### src/hdl/urm_pkg.sv
// ----------------------------------------------------------------------------
// urm_pkg
// Shared types and constants of the ultrasonic ranging block: phase codes,
// register map, configuration and result bundles, distance scaling.
// ----------------------------------------------------------------------------
package urm_pkg;

   // register map
   localparam int unsigned ADDR_W = 4;
   localparam int unsigned DATA_W = 32;
   localparam logic [1:0] REG_TRIGGER_HIGH = 2'd0;
   localparam logic [1:0] REG_ECHO_TIMEOUT = 2'd1;
   localparam logic [1:0] REG_GAP          = 2'd2;
   localparam logic [1:0] REG_MAX_DISTANCE = 2'd3;

   localparam logic [7:0]  RST_TRIGGER_HIGH = 8'd10;
   localparam logic [15:0] RST_ECHO_TIMEOUT = 16'd30000;
   localparam logic [16:0] RST_GAP          = 17'd35000;
   localparam logic [15:0] RST_MAX_DISTANCE = 16'd50000;

   // timing and scaling
   localparam int unsigned CNT_W          = 17;
   localparam int unsigned DIST_W         = 16;
   localparam logic [CNT_W:0] TRIG_LOW_TICKS = 18'd2;
   // round(up) of 343/200 * 2^24: exact floor for every 16 bit duration
   localparam int unsigned MULT_W         = 25;
   localparam int unsigned DIST_SHIFT     = 24;
   localparam logic [MULT_W-1:0] DIST_MULT = 25'd28772926;
   localparam logic [DIST_W-1:0] DIST_MAX  = 16'hFFFF;

   typedef enum logic [2:0] {
      PH_IDLE      = 3'd0,
      PH_TRIG_LOW  = 3'd1,
      PH_TRIG_HIGH = 3'd2,
      PH_WAIT_RISE = 3'd3,
      PH_MEASURE   = 3'd4,
      PH_GAP       = 3'd5
   } phase_type;

   typedef struct packed {
      logic [7:0]  trigger_high_ticks;
      logic [15:0] echo_timeout_ticks;
      logic [16:0] gap_ticks;
      logic [15:0] max_distance_centi_cm;
   } cfg_type;

   typedef struct packed {
      logic              trigger_level;
      logic              done_res;
      logic [DIST_W-1:0] distance_centi_cm;
      logic              no_valid;
      logic [1:0]        valid_readings;
   } result_type;

endpackage

### src/hdl/urm_csr.sv
// ----------------------------------------------------------------------------
// urm_csr
// APB register bank holding the ranging configuration.
// ----------------------------------------------------------------------------
module urm_csr (
   input  logic                        clock,
   input  logic                        reset,
   input  logic                        psel,
   input  logic                        penable,
   input  logic                        pwrite,
   input  logic [urm_pkg::ADDR_W-1:0]  paddr,
   input  logic [urm_pkg::DATA_W-1:0]  pwdata,
   output logic [urm_pkg::DATA_W-1:0]  prdata,
   output logic                        pready,
   output urm_pkg::cfg_type            cfg
);

   urm_pkg::cfg_type cfg_ff;
   logic             wr_en;
   logic [1:0]       reg_sel;

   assign pready  = 1'b1;
   assign wr_en   = psel && penable && pwrite;
   assign reg_sel = paddr[3:2];
   assign cfg     = cfg_ff;

   always_ff @(posedge clock) begin
      if (reset) begin
         cfg_ff.trigger_high_ticks    <= urm_pkg::RST_TRIGGER_HIGH;
         cfg_ff.echo_timeout_ticks    <= urm_pkg::RST_ECHO_TIMEOUT;
         cfg_ff.gap_ticks             <= urm_pkg::RST_GAP;
         cfg_ff.max_distance_centi_cm <= urm_pkg::RST_MAX_DISTANCE;
      end else if (wr_en) begin
         case (reg_sel)
            urm_pkg::REG_TRIGGER_HIGH: cfg_ff.trigger_high_ticks <= pwdata[7:0];
            urm_pkg::REG_ECHO_TIMEOUT: cfg_ff.echo_timeout_ticks <= pwdata[15:0];
            urm_pkg::REG_GAP:          cfg_ff.gap_ticks <= pwdata[16:0];
            urm_pkg::REG_MAX_DISTANCE: cfg_ff.max_distance_centi_cm <= pwdata[15:0];
            default: ;
         endcase
      end
   end

   always_comb begin
      case (reg_sel)
         urm_pkg::REG_TRIGGER_HIGH: prdata = 32'(cfg_ff.trigger_high_ticks);
         urm_pkg::REG_ECHO_TIMEOUT: prdata = 32'(cfg_ff.echo_timeout_ticks);
         urm_pkg::REG_GAP:          prdata = 32'(cfg_ff.gap_ticks);
         urm_pkg::REG_MAX_DISTANCE: prdata = 32'(cfg_ff.max_distance_centi_cm);
         default:                   prdata = '0;
      endcase
   end

endmodule

### src/hdl/urm_core.sv
// ----------------------------------------------------------------------------
// urm_core
// Tick-driven ranging sequencer: trigger pulse, echo timing, distance
// scaling, kept-reading store and median pick. One tick per step.
// ----------------------------------------------------------------------------
module urm_core #(
   parameter int READINGS = 3
) (
   input  logic                clock,
   input  logic                reset,
   input  urm_pkg::cfg_type    cfg,
   input  logic                step_en,
   input  logic                start_req,
   input  logic                echo_level,
   output urm_pkg::result_type result
);

   localparam int unsigned CW   = urm_pkg::CNT_W;
   localparam int unsigned DW   = urm_pkg::DIST_W;
   localparam int unsigned PW   = DW + urm_pkg::MULT_W;
   localparam int unsigned SH   = urm_pkg::DIST_SHIFT;

   urm_pkg::phase_type phase_ff, phase_in;
   logic [CW-1:0]      cnt_ff, cnt_in;
   logic [1:0]         idx_ff, idx_in;
   logic [1:0]         kept_cnt_ff, kept_cnt_in;
   logic [DW-1:0]      kept_ff [READINGS];

   logic [CW:0]        cnt_inc;
   logic [7:0]         th;
   logic [CW-1:0]      gp;
   logic [CW-1:0]      timeout;
   logic [1:0]         idx_next;
   logic [PW-1:0]      prod;
   logic [DW:0]        dist_raw;
   logic [DW-1:0]      dist_sat;
   logic               keep_ok;
   logic               keep_en;
   logic               finish;

   logic [DW-1:0]      view [3];
   logic [DW-1:0]      lo, hi, mid, median;

   // saturate zero trigger-high and gap settings to one
   assign th       = (cfg.trigger_high_ticks == '0) ? 8'd1 : cfg.trigger_high_ticks;
   assign gp       = (cfg.gap_ticks == '0) ? 17'd1 : cfg.gap_ticks;
   assign timeout  = CW'(cfg.echo_timeout_ticks);
   assign cnt_inc  = {1'b0, cnt_ff} + 18'd1;
   assign idx_next = idx_ff + 2'd1;

   // duration * 343 / 200 by reciprocal multiply
   assign prod     = PW'(cnt_ff[DW-1:0]) * PW'(urm_pkg::DIST_MULT);
   assign dist_raw = prod[PW-1:SH];
   assign dist_sat = dist_raw[DW] ? urm_pkg::DIST_MAX : dist_raw[DW-1:0];
   assign keep_ok  = (dist_sat != '0) && (dist_sat < cfg.max_distance_centi_cm)
                     && (kept_cnt_ff < 2'(READINGS));

   // next state
   always_comb begin
      phase_in    = phase_ff;
      cnt_in      = cnt_ff;
      idx_in      = idx_ff;
      kept_cnt_in = kept_cnt_ff;
      keep_en     = 1'b0;
      finish      = 1'b0;
      case (phase_ff)
         urm_pkg::PH_TRIG_LOW: begin
            cnt_in = cnt_inc[CW-1:0];
            if (cnt_inc >= urm_pkg::TRIG_LOW_TICKS) begin
               phase_in = urm_pkg::PH_TRIG_HIGH;
               cnt_in   = '0;
            end
         end
         urm_pkg::PH_TRIG_HIGH: begin
            cnt_in = cnt_inc[CW-1:0];
            if (cnt_inc >= (CW+1)'(th)) begin
               phase_in = urm_pkg::PH_WAIT_RISE;
               cnt_in   = '0;
            end
         end
         urm_pkg::PH_WAIT_RISE: begin
            if (echo_level && (cnt_ff < timeout)) begin
               phase_in = urm_pkg::PH_MEASURE;
               cnt_in   = '0;
            end else begin
               cnt_in = cnt_inc[CW-1:0];
               if (cnt_inc >= {1'b0, timeout}) begin
                  phase_in = urm_pkg::PH_GAP;
                  cnt_in   = '0;
               end
            end
         end
         urm_pkg::PH_MEASURE: begin
            if (!echo_level) begin
               keep_en = keep_ok;
               if (keep_ok) begin
                  kept_cnt_in = kept_cnt_ff + 2'd1;
               end
               phase_in = urm_pkg::PH_GAP;
               cnt_in   = '0;
            end else begin
               cnt_in = cnt_inc[CW-1:0];
               if (cnt_inc >= {1'b0, timeout}) begin
                  phase_in = urm_pkg::PH_GAP;
                  cnt_in   = '0;
               end
            end
         end
         urm_pkg::PH_GAP: begin
            cnt_in = cnt_inc[CW-1:0];
            if (cnt_inc >= {1'b0, gp}) begin
               cnt_in = '0;
               if ((idx_next >= 2'(READINGS)) || (idx_next == 2'd0)) begin
                  finish   = 1'b1;
                  phase_in = urm_pkg::PH_IDLE;
                  idx_in   = 2'd0;
               end else begin
                  phase_in = urm_pkg::PH_TRIG_LOW;
                  idx_in   = idx_next;
               end
            end
         end
         default: begin
            phase_in = urm_pkg::PH_IDLE;
            if (start_req) begin
               phase_in    = urm_pkg::PH_TRIG_LOW;
               cnt_in      = '0;
               idx_in      = 2'd0;
               kept_cnt_in = 2'd0;
            end
         end
      endcase
   end

   // entries past the store depth read as zero and are never selected
   for (genvar g = 0; g < 3; g++) begin : g_view
      if (g < READINGS) begin : g_live
         assign view[g] = kept_ff[g];
      end else begin : g_none
         assign view[g] = '0;
      end
   end

   assign lo  = (view[0] < view[1]) ? view[0] : view[1];
   assign hi  = (view[0] < view[1]) ? view[1] : view[0];
   assign mid = (hi < view[2]) ? hi : view[2];

   always_comb begin
      case (kept_cnt_ff)
         2'd1:    median = view[0];
         2'd2:    median = hi;
         default: median = (lo > mid) ? lo : mid;
      endcase
   end

   // outputs
   always_comb begin
      result                   = '0;
      result.trigger_level     = (phase_ff == urm_pkg::PH_TRIG_HIGH);
      result.done_res          = finish;
      if (finish) begin
         result.valid_readings = kept_cnt_ff;
         result.no_valid       = (kept_cnt_ff == 2'd0);
         if (kept_cnt_ff != 2'd0) begin
            result.distance_centi_cm = median;
         end
      end
   end

   always_ff @(posedge clock) begin
      if (reset) begin
         phase_ff    <= urm_pkg::PH_IDLE;
         cnt_ff      <= '0;
         idx_ff      <= 2'd0;
         kept_cnt_ff <= 2'd0;
      end else if (step_en) begin
         phase_ff    <= phase_in;
         cnt_ff      <= cnt_in;
         idx_ff      <= idx_in;
         kept_cnt_ff <= kept_cnt_in;
      end
   end

   always_ff @(posedge clock) begin
      for (int i = 0; i < READINGS; i++) begin
         if (step_en && keep_en && (kept_cnt_ff == 2'(i))) begin
            kept_ff[i] <= dist_sat;
         end
      end
   end

   a_kept_bound: assert property (@(posedge clock) disable iff (reset)
      kept_cnt_ff <= 2'(READINGS))
      else $error("kept reading count exceeds store depth");

   a_index_bound: assert property (@(posedge clock) disable iff (reset)
      idx_ff < 2'(READINGS))
      else $error("reading index out of range");

   a_done_to_idle: assert property (@(posedge clock) disable iff (reset)
      step_en && result.done_res |=> phase_ff == urm_pkg::PH_IDLE && idx_ff == 2'd0)
      else $error("measurement did not return to idle after result");

   a_start_clears: assert property (@(posedge clock) disable iff (reset)
      step_en && start_req && phase_ff == urm_pkg::PH_IDLE
      |=> phase_ff == urm_pkg::PH_TRIG_LOW && kept_cnt_ff == 2'd0)
      else $error("start did not begin a fresh measurement");

endmodule

### src/hdl/ultrasonic_ranging_median.sv
// ----------------------------------------------------------------------------
// ultrasonic_ranging_median
// Ultrasonic echo ranging controller, median of up to three readings,
// stepped by one microsecond tick per input item.
//
//   channel  direction  handshake          payload
//   req      in         req_valid/ready    start_req, echo_level
//   rsp      out        rsp_valid/ready    trigger_level, done_res,
//                                          distance_centi_cm, no_valid,
//                                          valid_readings
//   csr      in/out     APB psel/penable   four config registers at 4*i
//
// Each item's result sits in the output register the cycle after the item
// is accepted, and a new item is taken every cycle while req_ready is high.
// The result register is the only stage; req_ready drops only while a
// result waits and rsp_ready is low.
// Reset is synchronous and returns the sequencer to idle with default config.
// ----------------------------------------------------------------------------
module ultrasonic_ranging_median #(
   parameter int READINGS = 3
) (
   input  logic                        clock,
   input  logic                        reset,
   input  logic                        req_valid,
   output logic                        req_ready,
   input  logic                        req_start_req,
   input  logic                        req_echo_level,
   output logic                        rsp_valid,
   input  logic                        rsp_ready,
   output logic                        rsp_trigger_level,
   output logic                        rsp_done_res,
   output logic [15:0]                 rsp_distance_centi_cm,
   output logic                        rsp_no_valid,
   output logic [1:0]                  rsp_valid_readings,
   input  logic                        csr_psel,
   input  logic                        csr_penable,
   input  logic                        csr_pwrite,
   input  logic [urm_pkg::ADDR_W-1:0]  csr_paddr,
   input  logic [urm_pkg::DATA_W-1:0]  csr_pwdata,
   output logic [urm_pkg::DATA_W-1:0]  csr_prdata,
   output logic                        csr_pready
);

   urm_pkg::cfg_type    cfg;
   urm_pkg::result_type result;
   urm_pkg::result_type rsp_ff;
   logic                rsp_valid_ff;
   logic                step_en;

   urm_csr u_csr (
      .clock   (clock),
      .reset   (reset),
      .psel    (csr_psel),
      .penable (csr_penable),
      .pwrite  (csr_pwrite),
      .paddr   (csr_paddr),
      .pwdata  (csr_pwdata),
      .prdata  (csr_prdata),
      .pready  (csr_pready),
      .cfg     (cfg)
   );

   urm_core #(
      .READINGS (READINGS)
   ) u_core (
      .clock      (clock),
      .reset      (reset),
      .cfg        (cfg),
      .step_en    (step_en),
      .start_req  (req_start_req),
      .echo_level (req_echo_level),
      .result     (result)
   );

   assign req_ready = !rsp_valid_ff || rsp_ready;
   assign step_en   = req_valid && req_ready;

   always_ff @(posedge clock) begin
      if (reset) begin
         rsp_valid_ff <= 1'b0;
      end else if (step_en) begin
         rsp_valid_ff <= 1'b1;
      end else if (rsp_ready) begin
         rsp_valid_ff <= 1'b0;
      end
   end

   // load a new result only when the old one has left
   always_ff @(posedge clock) begin
      if (step_en) begin
         rsp_ff <= result;
      end
   end

   assign rsp_valid             = rsp_valid_ff;
   assign rsp_trigger_level     = rsp_ff.trigger_level;
   assign rsp_done_res          = rsp_ff.done_res;
   assign rsp_distance_centi_cm = rsp_ff.distance_centi_cm;
   assign rsp_no_valid          = rsp_ff.no_valid;
   assign rsp_valid_readings    = rsp_ff.valid_readings;

   a_no_overwrite: assert property (@(posedge clock) disable iff (reset)
      !(step_en && rsp_valid_ff && !rsp_ready))
      else $error("item taken while pending result was stalled");

   a_idle_fields: assert property (@(posedge clock) disable iff (reset)
      rsp_valid && !rsp_done_res |-> !rsp_no_valid && rsp_valid_readings == 2'd0
      && rsp_distance_centi_cm == 16'd0)
      else $error("result fields set without done");

   a_none_fields: assert property (@(posedge clock) disable iff (reset)
      rsp_valid && rsp_done_res |-> rsp_no_valid == (rsp_valid_readings == 2'd0))
      else $error("no_valid disagrees with kept count");

endmodule

### config.mk
export PLATFORM = sky130hd
export DESIGN_NAME = ultrasonic_ranging_median
export DESIGN_NICKNAME = d
export VERILOG_FILES = /design/src/hdl/urm_pkg.sv /design/src/hdl/urm_csr.sv /design/src/hdl/urm_core.sv /design/src/hdl/ultrasonic_ranging_median.sv
export SDC_FILE = /design/constraint.sdc
export NUM_CORES = 1
export LEC_CHECK = 0
export BUFFER_PORTS_ARGS = -buffer_cell sky130_fd_sc_hd__buf_2
export CELL_PAD_IN_SITES_DETAIL_PLACEMENT = 1
export CELL_PAD_IN_SITES_GLOBAL_PLACEMENT = 1
export CORE_UTILIZATION = 50
export CTS_CLUSTER_SIZE = 40
export DETAILED_ROUTE_END_ITERATION = 6
export PLACE_DENSITY = 0.79
export SYNTH_ARGS = -nofsm -noshare
export SYNTH_HDL_FRONTEND = slang
export SYNTH_HIERARCHICAL = 1
export SYNTH_SLANG_ARGS = --single-unit
### constraint.sdc
create_clock -name clock -period 10.7 [get_ports clock]
set_input_delay 0 -clock clock [delete_from_list [all_inputs] [get_ports clock]]
set_output_delay 0 -clock clock [all_outputs]
set_load 0.01 [all_outputs]
# Word level (Yosys, flattened, before mapping)
# Memory sizes are Yosys's and may differ from the RTL's.
# Cells that the tools add are included.
op_classes:
  addsub: 3
  n_mul: 1
  magnitude_cmp: 11
  n_eq_ne: 15
  mux: 52
  bitwise: 2
  reduce_logical: 37
ops:
  columns: ["cell", "count"]
  rows:
  - ["$mux 17", 8]
  - ["$pmux 32 s4", 1]
  - ["$mux 16", 7]
  - ["$pmux 17 s5", 1]
  - ["$lt 16x16->1", 3]
  - ["$mul 16x24->40 const B", 1]
  - ["$pmux 16 s2", 1]
  - ["$reduce_or 16->1", 2]
  - ["$add 17x1->18 const B", 1]
  - ["$ge 18x16->1", 1]
  - ["$ge 18x17->1", 1]
  - ["$ge 18x2->1 const B", 1]
  - ["$ge 18x8->1", 1]
  - ["$mux 3", 6]
  - ["$logic_not 17->1", 1]
  - ["$lt 17x16->1", 1]
  - ["$mux 1", 17]
  - ["$gt 16x16->1", 1]
  - ["$reduce_bool 16->1", 1]
  - ["$pmux 3 s5", 1]
  - ["$mux 2", 7]
  - ["$reduce_and 2->1", 6]
  - ["$logic_and 1x1->1", 10]
  - ["$logic_not 8->1", 1]
  - ["other kinds (21)", 40]
totals:
  register_bits: 103
  ramBits: 48
  memories: 1
mem_list:
  columns: ["name", "depth", "width", "read_ports", "rd_clocked_by_memory_dff", "write_ports", "line", "source"]
  rows:
  - ["u_core.kept_ff", 3, 16, 3, 0, 1, "urm_core.sv:27", "logic [DW-1:0] kept_ff [READINGS];"]

# Depth between registers and ports, before layout
# Gate-level depths: netlist of the first run.
logic_depth:
  ltp_word: 14
  ltp_mapped: 34
  mapped_depth_nobuf: 30

# Cells and area by module
# The synthesis of the first run kept the hierarchy.
modules_own_cells:
  columns: ["mod", "instances", "cells_each", "area_per_inst_um2", "seq_area_each_um2"]
  rows:
  - ["urm_core", 1, 1550, 14038.5, 1921.8]
  - ["urm_csr", 1, 276, 2839.0, 1141.1]
  - ["ultrasonic_ranging_median", 1, 26, 685.7, 650.6]

# Least setup slack after synthesis of the first run
# OpenSTA, ideal clock, no wires.
synth_timing:
  path_kind: "register -> register"
  from: "register u_core.cnt_ff[13]"
  to: "memory u_core/kept_ff[0][0] in the netlist's numbering (enable)"
  setup_ps: 389
  arrival_time_ps: 7761
  t_required_ps: 10311
  setup_slack_ps: 2551
  stages_incl_launch_ff: 31
  n_path_buf: 0
  synth_period_minus_slack_ps: 8149
  path_cell_list: "dfxtp_1 fa_1 inv_1 fa_1 fa_1 fa_1 inv_1 fa_1 inv_1 fa_1 inv_1 ha_1 a21oi_1 o21bai_1 a211oi_1 o21a_1 a21oi_1 or3_1 a21boi_0 inv_1 ha_1 a21oi_1 nor2b_1 o21ai_0 a21oi_1 o21a_1 o21ai_0 o211ai_1 nor2_1 o41ai_2 nor2_1"
synth_via:
  elab_chain_len: 14
  elab_cells_between_ends: 24
synth_lines:
  columns: ["item", "line", "source"]
  rows:
  - ["start, declared", "urm_core.sv:24", "logic [CW-1:0] cnt_ff, cnt_in;"]
  - ["start signal, assigned", "urm_core.sv:178", "cnt_ff <= cnt_in;"]
  - ["$mul 16x24->40 *", "urm_core.sv:52", "assign prod = PW'(cnt_ff[DW-1:0]) * PW'(urm_pkg::DIST_MULT);"]
  - ["$mux 16 *", "urm_core.sv:54", "assign dist_sat = dist_raw[DW] ? urm_pkg::DIST_MAX : dist_raw[DW-1:0];"]
  - ["via u_core.dist_sat[9]", "urm_core.sv:36", "logic [DW-1:0] dist_sat;"]
  - ["$lt 16x16->1 / $reduce_bool 16->1 (equally long branches)", "urm_core.sv:55", "assign keep_ok = (dist_sat != '0) && (dist_sat < cfg.max_distance_centi_cm)"]
  - ["$logic_and 1x1->1 *", "urm_core.sv:55", null]
  - ["$logic_and 1x1->1 *", "urm_core.sv:56", "&& (kept_cnt_ff < 2'(READINGS));"]
  - ["$mux 1 *", "urm_core.sv:94", "if (!echo_level) begin"]
  - ["$mux 1 *", "urm_core.sv:66", "case (phase_ff)"]
  - ["$logic_and 1x1->1 *", "urm_core.sv:186", "if (step_en && keep_en && (kept_cnt_ff == 2'(i))) begin"]
  - ["$logic_and 1x1->1", "urm_core.sv:186", null]
  - ["$mux 1", "urm_core.sv:186", null]
  - ["$mux 1 (not written as such)", "urm_core.sv:187", "kept_ff[i] <= dist_sat;"]
  - ["$reduce_or 16->1 (no source line)", null, null]
  - ["$mux 2 (no source line) / $mux 1 (equally long branches) (2 in a row)", null, null]
  - ["end, declared", "urm_core.sv:27", null]
# The timed path passes the listed nets; every way through them passes the cells marked *.

# Worst setup path in the final report of the first run
layout_timing:
  from: "register u_core.cnt_ff[13]"
  to: "memory u_core/kept_ff[0][8] in the netlist's numbering (enable)"
# Same word-level chain as after synthesis.

==> results of run 1 <==
[final cells by class]
cell class              count  area [um^2]  area share
diodes                      1         2.50    0.000132
clock buffers              17          425      0.0224
clock inverters            15          145     0.00764
inverters                 293         1100      0.0579
multi-input cells        1347        12400       0.653
flip-flops and latches    151         3710       0.196
well taps                 455          569      0.0300
repair buffers            100          631      0.0332
[placed cells by master, fill, tap and decap left out, drive strengths merged, types with 24 or more instances in the layout]
cell type,netlist,final
a21o,34,34
inv,292,297
a21oi,64,64
fa,129,129
nand2,106,106
edfxtp,69,69
o21ai,84,84
nand2b,71,71
nand3,28,28
nor2,95,95
nand4,24,24
dfxtp,82,82
ha,288,288
mux2i,80,80
buf,39,81
mux2,26,26
[where the power goes]
group          total (mW)  leakage (nW)  switching (mW)  internal [mW]
registers           0.625          1.30          0.0133          0.612
logic               0.240          8.21           0.146         0.0935
clock network       0.601         0.272           0.275          0.325
[worst max-delay path: cells and delay by family (launching register included)]
| kind | cells | cell delay, ns |
|---|---|---|
| DFF | 1 | 0.71 |
| buffers and inverters | 6 | 0.84 |
| adders and majority gates | 8 | 3.80 |
| and+or+nand+nor | 4 | 1.00 |
| AOI/OAI and AO/OA | 13 | 3.03 |
[registers in the layout, indices dropped and copies added (netlist names)]
| name | count |
|---|---|
| rsp_valid | 1 |
| u_core/idx_ff | 2 |
| rsp_distance_centi_cm | 16 |
| rsp_done_res | 1 |
| rsp_trigger_level | 1 |
| u_core/cnt_ff | 17 |
| u_core/kept_cnt_ff | 2 |
| u_csr/cfg | 57 |
| u_core/phase_ff | 3 |
| rsp_valid_readings | 2 |
| u_core/kept_ff | 48 |
| rsp_no_valid | 1 |
[cell families after synthesis]
logic type | count (synthesis) | synth area share
other | 2 | 0.000428
adder cells (fa/ha/maj) | 417 | 0.352
AND/OR/NAND/NOR | 421 | 0.122
flip-flops | 151 | 0.211
AO/OA/AOI/OAI | 350 | 0.141
multiplexers | 114 | 0.0725
buffers and inverters | 368 | 0.0858
XOR/XNOR | 29 | 0.0145
[per-stage QoR]
stage	cells	instance area, um^2
2_1_floorplan	1866	17600
3_3_place_gp	2327	18200
3_5_place_dp	2327	18200
4_1_cts	2378	19000
5_1_grt	2378	19000
6_report	2379	19000
[path summary, 6_finish.rpt]
path         cells after the start              endpoint  slack (ns)
max reg2reg                     31  u_core/kept_ff[0][8]        0.99
max                             31  u_core/kept_ff[0][8]        0.99
min                              4         u_csr/cfg[48]        0.08
min reg2reg                      1      u_core/idx_ff[1]        0.48
[routing by layer]
layer | GRT usage | wire, um
met3 | 0.0649 | 3020
met2 | 0.518 | 25900
met4 | 0.112 | 1750
met1 | 0.381 | 23200
met5 | 0 | 45
==> impl_metrics.toml, run 1 <==
[global_route]
grt_pass1_wl_mm = 84.2
grt_overflow = 0
grt_max_degree = 105
track_usage = 0.306
antenna_found_initial = 3
grt_pass1_vias = 15300

[yosys]
synth-edff-count = 69
syn_inst = 1852
ys.flop_type = "dfxtp_1"
ys_seq_area_frac = 0.211
netlist_area_um2 = 17600
ys_ff_latch = 151
avgSynthCellArea_um2 = 9.48
synth_most_common_cell = "inv_1"
synthTopCellsByArea = "ha_1, fa_1, edfxtp_1, dfxtp_1, inv_1"
synth_top_area_frac = 0.205
ys_async_sr_fraction = 0
yosys_warnings = 6
synth_cell_type_count = 84
synthTopCellsByCount = "inv_1, ha_1, fa_1"
synth_top_cell_by_area = "ha_1"

[power]
pwr_density_cell_nw_per_um2 = 77.2
ir_drop_mv = 0.116
p_leak_nw = 9.78
power_mw = 1.47

[clock_network]
cts_setup_buffers = 0
clk_latency_ns = 0.44
clock-root-buffer = "clkbuf_16"
clk_pin_slew_ns = 0.07
cts.sinks = 151
numCtsBuffers = 17
htreeDepth = 4
clock_path_buffers = 2
ctsResizeCount = 0
ctsHoldBuffers = 19
cts_tree = "done"

[die]
num_rows = 68
die-area_um2 = 35900
initial_utilization = 0.508
ios = 101
die_w_um = 189
die_y_um = 189
core_area_um2 = 34500

[timing]
finClkSkew_ns = 0.0191
finalHoldViolations = 0
tightest_slew_ns = 1.08
period_share = 0.907
max_freq_mhz = 103
finalSetupViolations = 0
setup_tns_ns = 0
final.min_clock_period_ns = 9.71
holdWs_ns = 0.0775
rsz0062_at_grt = "no"
maxSlewViolCount = 0
worst_slack_ns = 0.994
slew_headroom = 0.279

[cells_and_area]
area_growth_pct = 8.11
fill_cells = 3982
utilization = 0.550
drive_gt1_frac = 0.0894
final_nets = 2372

[critical_path]
worst_setup_path_end_kind = "flop"
slowest_delay_ns = 0.71
cp-startpoint = "u_core/cnt_ff[13]"
crit_type = "reg2reg"
worstPathArrival_ns = 9.83
crit_fanout = 14
cp-start-kind = "flop"
crit_top_cell = "fa_1"
slowest_stage = "dfxtp_1"
r2r_start = "u_core/cnt_ff[13]"
required_ns = 10.82

[job]
max_cap_violations = 0

[place]
dp_hpwl_mm = 43.2
io_buffers = 67
dp_slack_ns = 1.14
place_congestion = 0.943

[route]
viasPerCell = 6.01
dr_total_vias = 14300
routed_wl_mm = 53.9
drtAntennaViolNets = 0
drc = 0
avgRoutedWirePerCell_um = 22.7
dr.pass1.iters = 5
drt_iter0_drc = 928

[run_status]
status = "complete, no violations"

[worst_hold_path]
hold_path.class = "in2reg"
hold_start = "csr_penable"
Power figures use the tool's default switching activity.
==> run 2: changes to the inputs <==
clock period = 9 ns   (was 10.7 ns; I/O delays follow)
==> impl_metrics.toml, run 2 (synthesized netlist as in run 1, its figures left out) <==
[cells_and_area]
final_common_cell = "inv_1"
drive_gt1_frac = 0.0965
num_antenna_cells = 0
fill_cells = 3959
layout_common_cells = "inv_1, ha_1, fa_1, nand2_1, nor2_1"
largest_reg_flops = 57
utilization = 0.553
area_growth_pct = 8.80
final_area_um2 = 19100
layoutNonFillerInstCount = 2393
final_nets = 2387

[worst_hold_path]
hold_path.class = "in2reg"

[critical_path]
r2r_start = "u_core/cnt_ff[15]"
slowest_stage = "fa_1"
cp-startpoint = "u_core/cnt_ff[15]"
crit_type = "reg2reg"
crit_fanout = 16
timing.rr.end = "u_core/kept_ff[0][33]"
slowest_delay_ns = 0.56
crit_end = "u_core/kept_ff[0][33]"
worstPathArrival_ns = 8.75
cp-start-kind = "flop"
required_ns = 9.12
r2r_slack_ns = 0.37
crit_top_cell = "fa_1"
reg2reg_depth = 32
worst_setup_path_end_kind = "flop"

[timing]
finalSetupViolations = 0
period_share = 0.959
slew_headroom = 0.254
finalHoldViolations = 0
tightest_slew_ns = 1.12
max_freq_mhz = 116
rsz0062_at_grt = "no"
setup_tns_ns = 0
finClkSkew_ns = 0.0106
maxSlewViolCount = 0
final.min_clock_period_ns = 8.63

[run_status]
status = "complete, no violations"

[clock_network]
htreeDepth = 4
clock_path_buffers = 2
clk_latency_ns = 0.44
clock-root-buffer = "clkbuf_16"
clk_pin_slew_ns = 0.07
cts_setup_buffers = 0
numCtsBuffers = 17
cts.sinks = 151
cts_tree = "done"

[global_route]
grt_pass1_wl_mm = 85.1
grt_pass1_vias = 15200
grt_overflow = 0
antenna_found_initial = 0
grt_max_degree = 104
track_usage = 0.307

[route]
drtAntennaViolNets = 0
avgRoutedWirePerCell_um = 22.7
routed_wl_mm = 54.4
drc = 0
viasPerCell = 5.98
dr.pass1.iters = 5
dr_total_vias = 14300
drt_iter0_drc = 997

[die]
ios = 101
die_w_um = 189
initial_utilization = 0.508
die_y_um = 189
num_rows = 68
core_area_um2 = 34500
die-area_um2 = 35900

[place]
io_buffers = 67
dp_hpwl_mm = 44.4
place_area_um2 = 18300
place_congestion = 0.940
placed_cells = 2341

[power]
pwr_density_cell_nw_per_um2 = 90.5
power_mw = 1.73
p_leak_nw = 9.85
ir_drop_mv = 0.148

[job]
max_cap_violations = 0
-- run 2: report_power, final --
part           internal (mW)  total (mW)  switching, mW
clock network          0.381       0.699          0.318
logic                  0.112       0.289          0.177
registers              0.728       0.742         0.0147
total                   1.22        1.73          0.509
-- run 2: layer usage --
layer,GRT usage,routed length (um),up-vias
met5,0,0,-
met4,0.0831,1240,0
met2,0.526,26800,407
met3,0.0345,2060,82
met1,0.409,24300,7229
li1,-,-,6583
-- run 2: critical path, delay by kind of cell (launching register included) --
family / cells / cell delay (ns)
flip-flops: 1 / 0.36
AO/OA/AOI/OAI: 13 / 2.48
adder cells (fa/ha/maj): 8 / 3.60
buffers and inverters: 7 / 1.09
AND/OR/NAND/NOR: 4 / 0.75
-- run 2: stage by stage --
stage / worst slack, ns / hold WS (ns)
floorplan: 0.851 / 0.0624
global placement: 0.565 / 0.251
detailed placement: 0.409 / 0.278
CTS: 0.261 / 0.0475
global route: 0.0187 / 0.0621
finish: 0.369 / 0.0686
-- run 2: final cells by class --
class                      instances  area [um^2]  share of cell area
inverter                         293         1100              0.0576
sequential                       151         3710               0.194
timing repair buffer             115          758              0.0397
clock buffer                      17          425              0.0223
clock inverter                    15          130             0.00681
multi-input combinational       1347        12400               0.650
tap                              455          569              0.0298
-- run 2: worst min path at each step --
stage | slack, ns | to | cells after the start | startpoint
after floorplan | 0.06 | rsp_valid | 1 | reset
final | 0.07 | u_core/kept_cnt_ff[1] | 4 | reset
after global placement | 0.25 | rsp_valid | 3 | req_valid
after CTS | 0.05 | u_core/kept_cnt_ff[1] | 4 | reset
after detailed placement | 0.28 | u_csr/cfg[32] | 3 | csr_pwdata[16]
after global routing | 0.06 | u_core/kept_cnt_ff[0] | 4 | reset
-- run 2: repair_timing --
item	in CTS	in global routing
hold buffers	20	0
setup endpoints to repair	0	48
hold endpoints to repair	58	0
gates resized for setup	0	4
==> run 3: changes to the inputs <==
ABC_AREA = 1   (was unset)
CORE_UTILIZATION = 47   (was 50)
PLACE_DENSITY = 0.78   (was 0.79)
==> impl_metrics.toml, run 3 <==
[run_status]
status = "complete, no violations"

[die]
die_y_um = 198
initial_utilization = 0.478
num_rows = 71
die-area_um2 = 39200
core_area_um2 = 37800
ios = 101
die_w_um = 198

[cells_and_area]
fill_cells = 4798
multi_input_comb_area_um2 = 12200
largest_reg_flops = 57
layout_common_cells = "nand2_1, inv_1, ha_1, nor2_1, nand3_1"
final_common_cell = "nand2_1"
regArea_um2 = 3710
final_nets = 2943
final_area_um2 = 19600
area_growth_pct = 8.52
num_antenna_cells = 0
drive_gt1_frac = 0.0609

[global_route]
antenna_found_initial = 1
grt_max_degree = 64
track_usage = 0.305
grt_pass1_wl_mm = 91.9
grt_overflow = 0
grt_pass1_vias = 17100

[yosys]
ys_async_sr_fraction = 0
synth_top_family_by_area = "adder cells"
synthTopCellsByCount = "nand2_1, inv_1, ha_1"
synth-edff-count = 69
ys_ff_latch = 151
netlist_area_um2 = 18000
synth_compound_area_frac = 0.0810
synth_cell_type_count = 49
avgSynthCellArea_um2 = 7.50
synthTopCellsByArea = "ha_1, fa_1, edfxtp_1, nand2_1, inv_1"
muxShareOfSynthArea = 0
syn_inst = 2407
synth_xor_area_frac = 0.0107
synth_top_area_frac = 0.200
ys_seq_area_frac = 0.206
synth_top_cell_by_area = "ha_1"
yosys_warnings = 6
synth_adder_area_share = 0.343
synthSimpleGateAreaFrac = 0.239
synth_most_common_cell = "nand2_1"
ys.flop_type = "dfxtp_1"

[clock_network]
htreeDepth = 4
cts_tree = "done"
ctsResizeCount = 0
clock-root-buffer = "clkbuf_16"
numCtsBuffers = 17
clock_path_buffers = 2
clk_pin_slew_ns = 0.07
cts.sinks = 151
clk_latency_ns = 0.44

[worst_hold_path]
hold_path.class = "in2reg"
worstHoldPathCells = 4
hold_start = "req_start_req"
holdPathEnd = "u_core/phase_ff[0]"

[route]
dr.pass1.iters = 5
drt_iter0_drc = 866
avgRoutedWirePerCell_um = 19.4
drc = 0
dr_total_vias = 16300
drtAntennaViolNets = 0
viasPerCell = 5.41
routed_wl_mm = 58.3

[critical_path]
crit_fanout = 20
cp-start-kind = "flop"
worst_setup_path_end_kind = "flop"
crit_top_cell = "nand2_1"
timing.rr.end = "u_core/kept_ff[0][38]"
r2r_slack_ns = 0.83
required_ns = 9.12
reg2reg_depth = 31
worstPathArrival_ns = 8.29
crit_type = "reg2reg"
slowest_delay_ns = 0.59
slowest_stage = "dfxtp_1"
r2r_start = "u_core/cnt_ff[15]"

[timing]
rsz0062_at_grt = "no"
maxSlewViolCount = 0
max_freq_mhz = 122
period_share = 0.908
final.min_clock_period_ns = 8.17
setup_tns_ns = 0
holdWs_ns = 0.0280
finalSetupViolations = 0
finalHoldViolations = 0
worst_slack_ns = 0.832
slew_headroom = 0.290
tightest_slew_ns = 1.06
finClkSkew_ns = 0.00895

[place]
dp_hpwl_mm = 48.8
place_area_um2 = 18800
place_congestion = 0.957
io_buffers = 67
dp_slack_ns = 0.848

[power]
p_leak_nw = 11.1
p_comb_frac = 0.095
p_sw_frac = 0.277
clkPwrFrac = 0.444
pwr-share-seq = 0.461
power_switching_uw = 442
internal-power_mw = 1.15
pwr_density_cell_nw_per_um2 = 81.3
ir_drop_mv = 0.140

[job]
max_cap_violations = 0
==> run 3: cell type report <==
| cell class | instances | area share |
|---|---|---|
| tap | 511 | 0.0326 |
| sequential | 151 | 0.190 |
| clock buffer | 19 | 0.0233 |
| inverter | 480 | 0.0920 |
| clock inverter | 13 | 0.00556 |
| timing repair buffer | 103 | 0.0334 |
| multi-input combinational | 1728 | 0.624 |
==> run 3: worst max-delay path by stage <==
| stage | start | slack [ns] | endpoint |
|---|---|---|---|
| after CTS | u_core/cnt_ff[15] | 0.83 | u_core/kept_ff[0][38] |
| after floorplan | u_core/cnt_ff[13] | 1.65 | u_core/kept_ff[0][0] |
| after global placement | u_core/cnt_ff[15] | 1.11 | u_core/kept_ff[0][47] |
| after detailed placement | u_core/cnt_ff[15] | 0.85 | u_core/kept_ff[0][47] |
| final | u_core/cnt_ff[15] | 0.83 | u_core/kept_ff[0][38] |
| after global routing | u_core/cnt_ff[15] | 0.24 | u_core/kept_ff[0][38] |
==> run 3: critical path: cells and delay by family, from the launching register on <==
kind	cells	cell delay, ns
buf+inv	6	0.65
simple gates	15	2.38
flops	1	0.59
fa+ha+maj	8	3.86
compound gates	2	0.37
==> run 3: cells by family (layout without fill, tap and decap cells) <==
group | Yosys count | count (layout)
and+or+nand+nor | 1010 | 1010
buffers and inverters | 542 | 615
adders and majority gates | 417 | 417
AOI/OAI and AO/OA | 263 | 263
DFF | 151 | 151
xor gates and xnor gates | 22 | 22
other | 2 | 16
==> run 3: what timing repair did <==
item / in CTS / in global routing
hold buffers: 19 / 0
endpoints found under the setup margin: 0 / 0
hold endpoints to repair: 58 / 0
buffers inserted: 0 / 0
==> run 3: metal layers <==
layer / share of wire / wire length [um] / vias up / track usage
li1: - / - / 7838 / -
met1: 0.46 / 26900 / 8025 / 0.408
met2: 0.48 / 27700 / 335 / 0.522
met3: 0.041 / 2410 / 66 / 0.0383
met4: 0.021 / 1230 / 2 / 0.0749
met5: 0.00014 / 8 / - / 0
==> run 3: through the flow <==
stage	instances	total power [mW]	utilization
6_report	3005	1.59	0.519
5_1_grt	3005	1.64	0.519
4_1_cts	3005	1.60	0.519
3_5_place_dp	2954	0.892	0.499
3_3_place_gp	2954	0.887	0.499
2_1_floorplan	2421	0.845	-
==> run 3: power by group through the flow <==
stage          clock [mW]  combinational [mW]  sequential [mW]
3_3_place_gp            0               0.138            0.748
3_5_place_dp            0               0.143            0.749
5_1_grt             0.742               0.168            0.735
2_1_floorplan           0              0.0970            0.748
4_1_cts             0.718               0.150            0.734
6_report            0.707               0.152            0.734
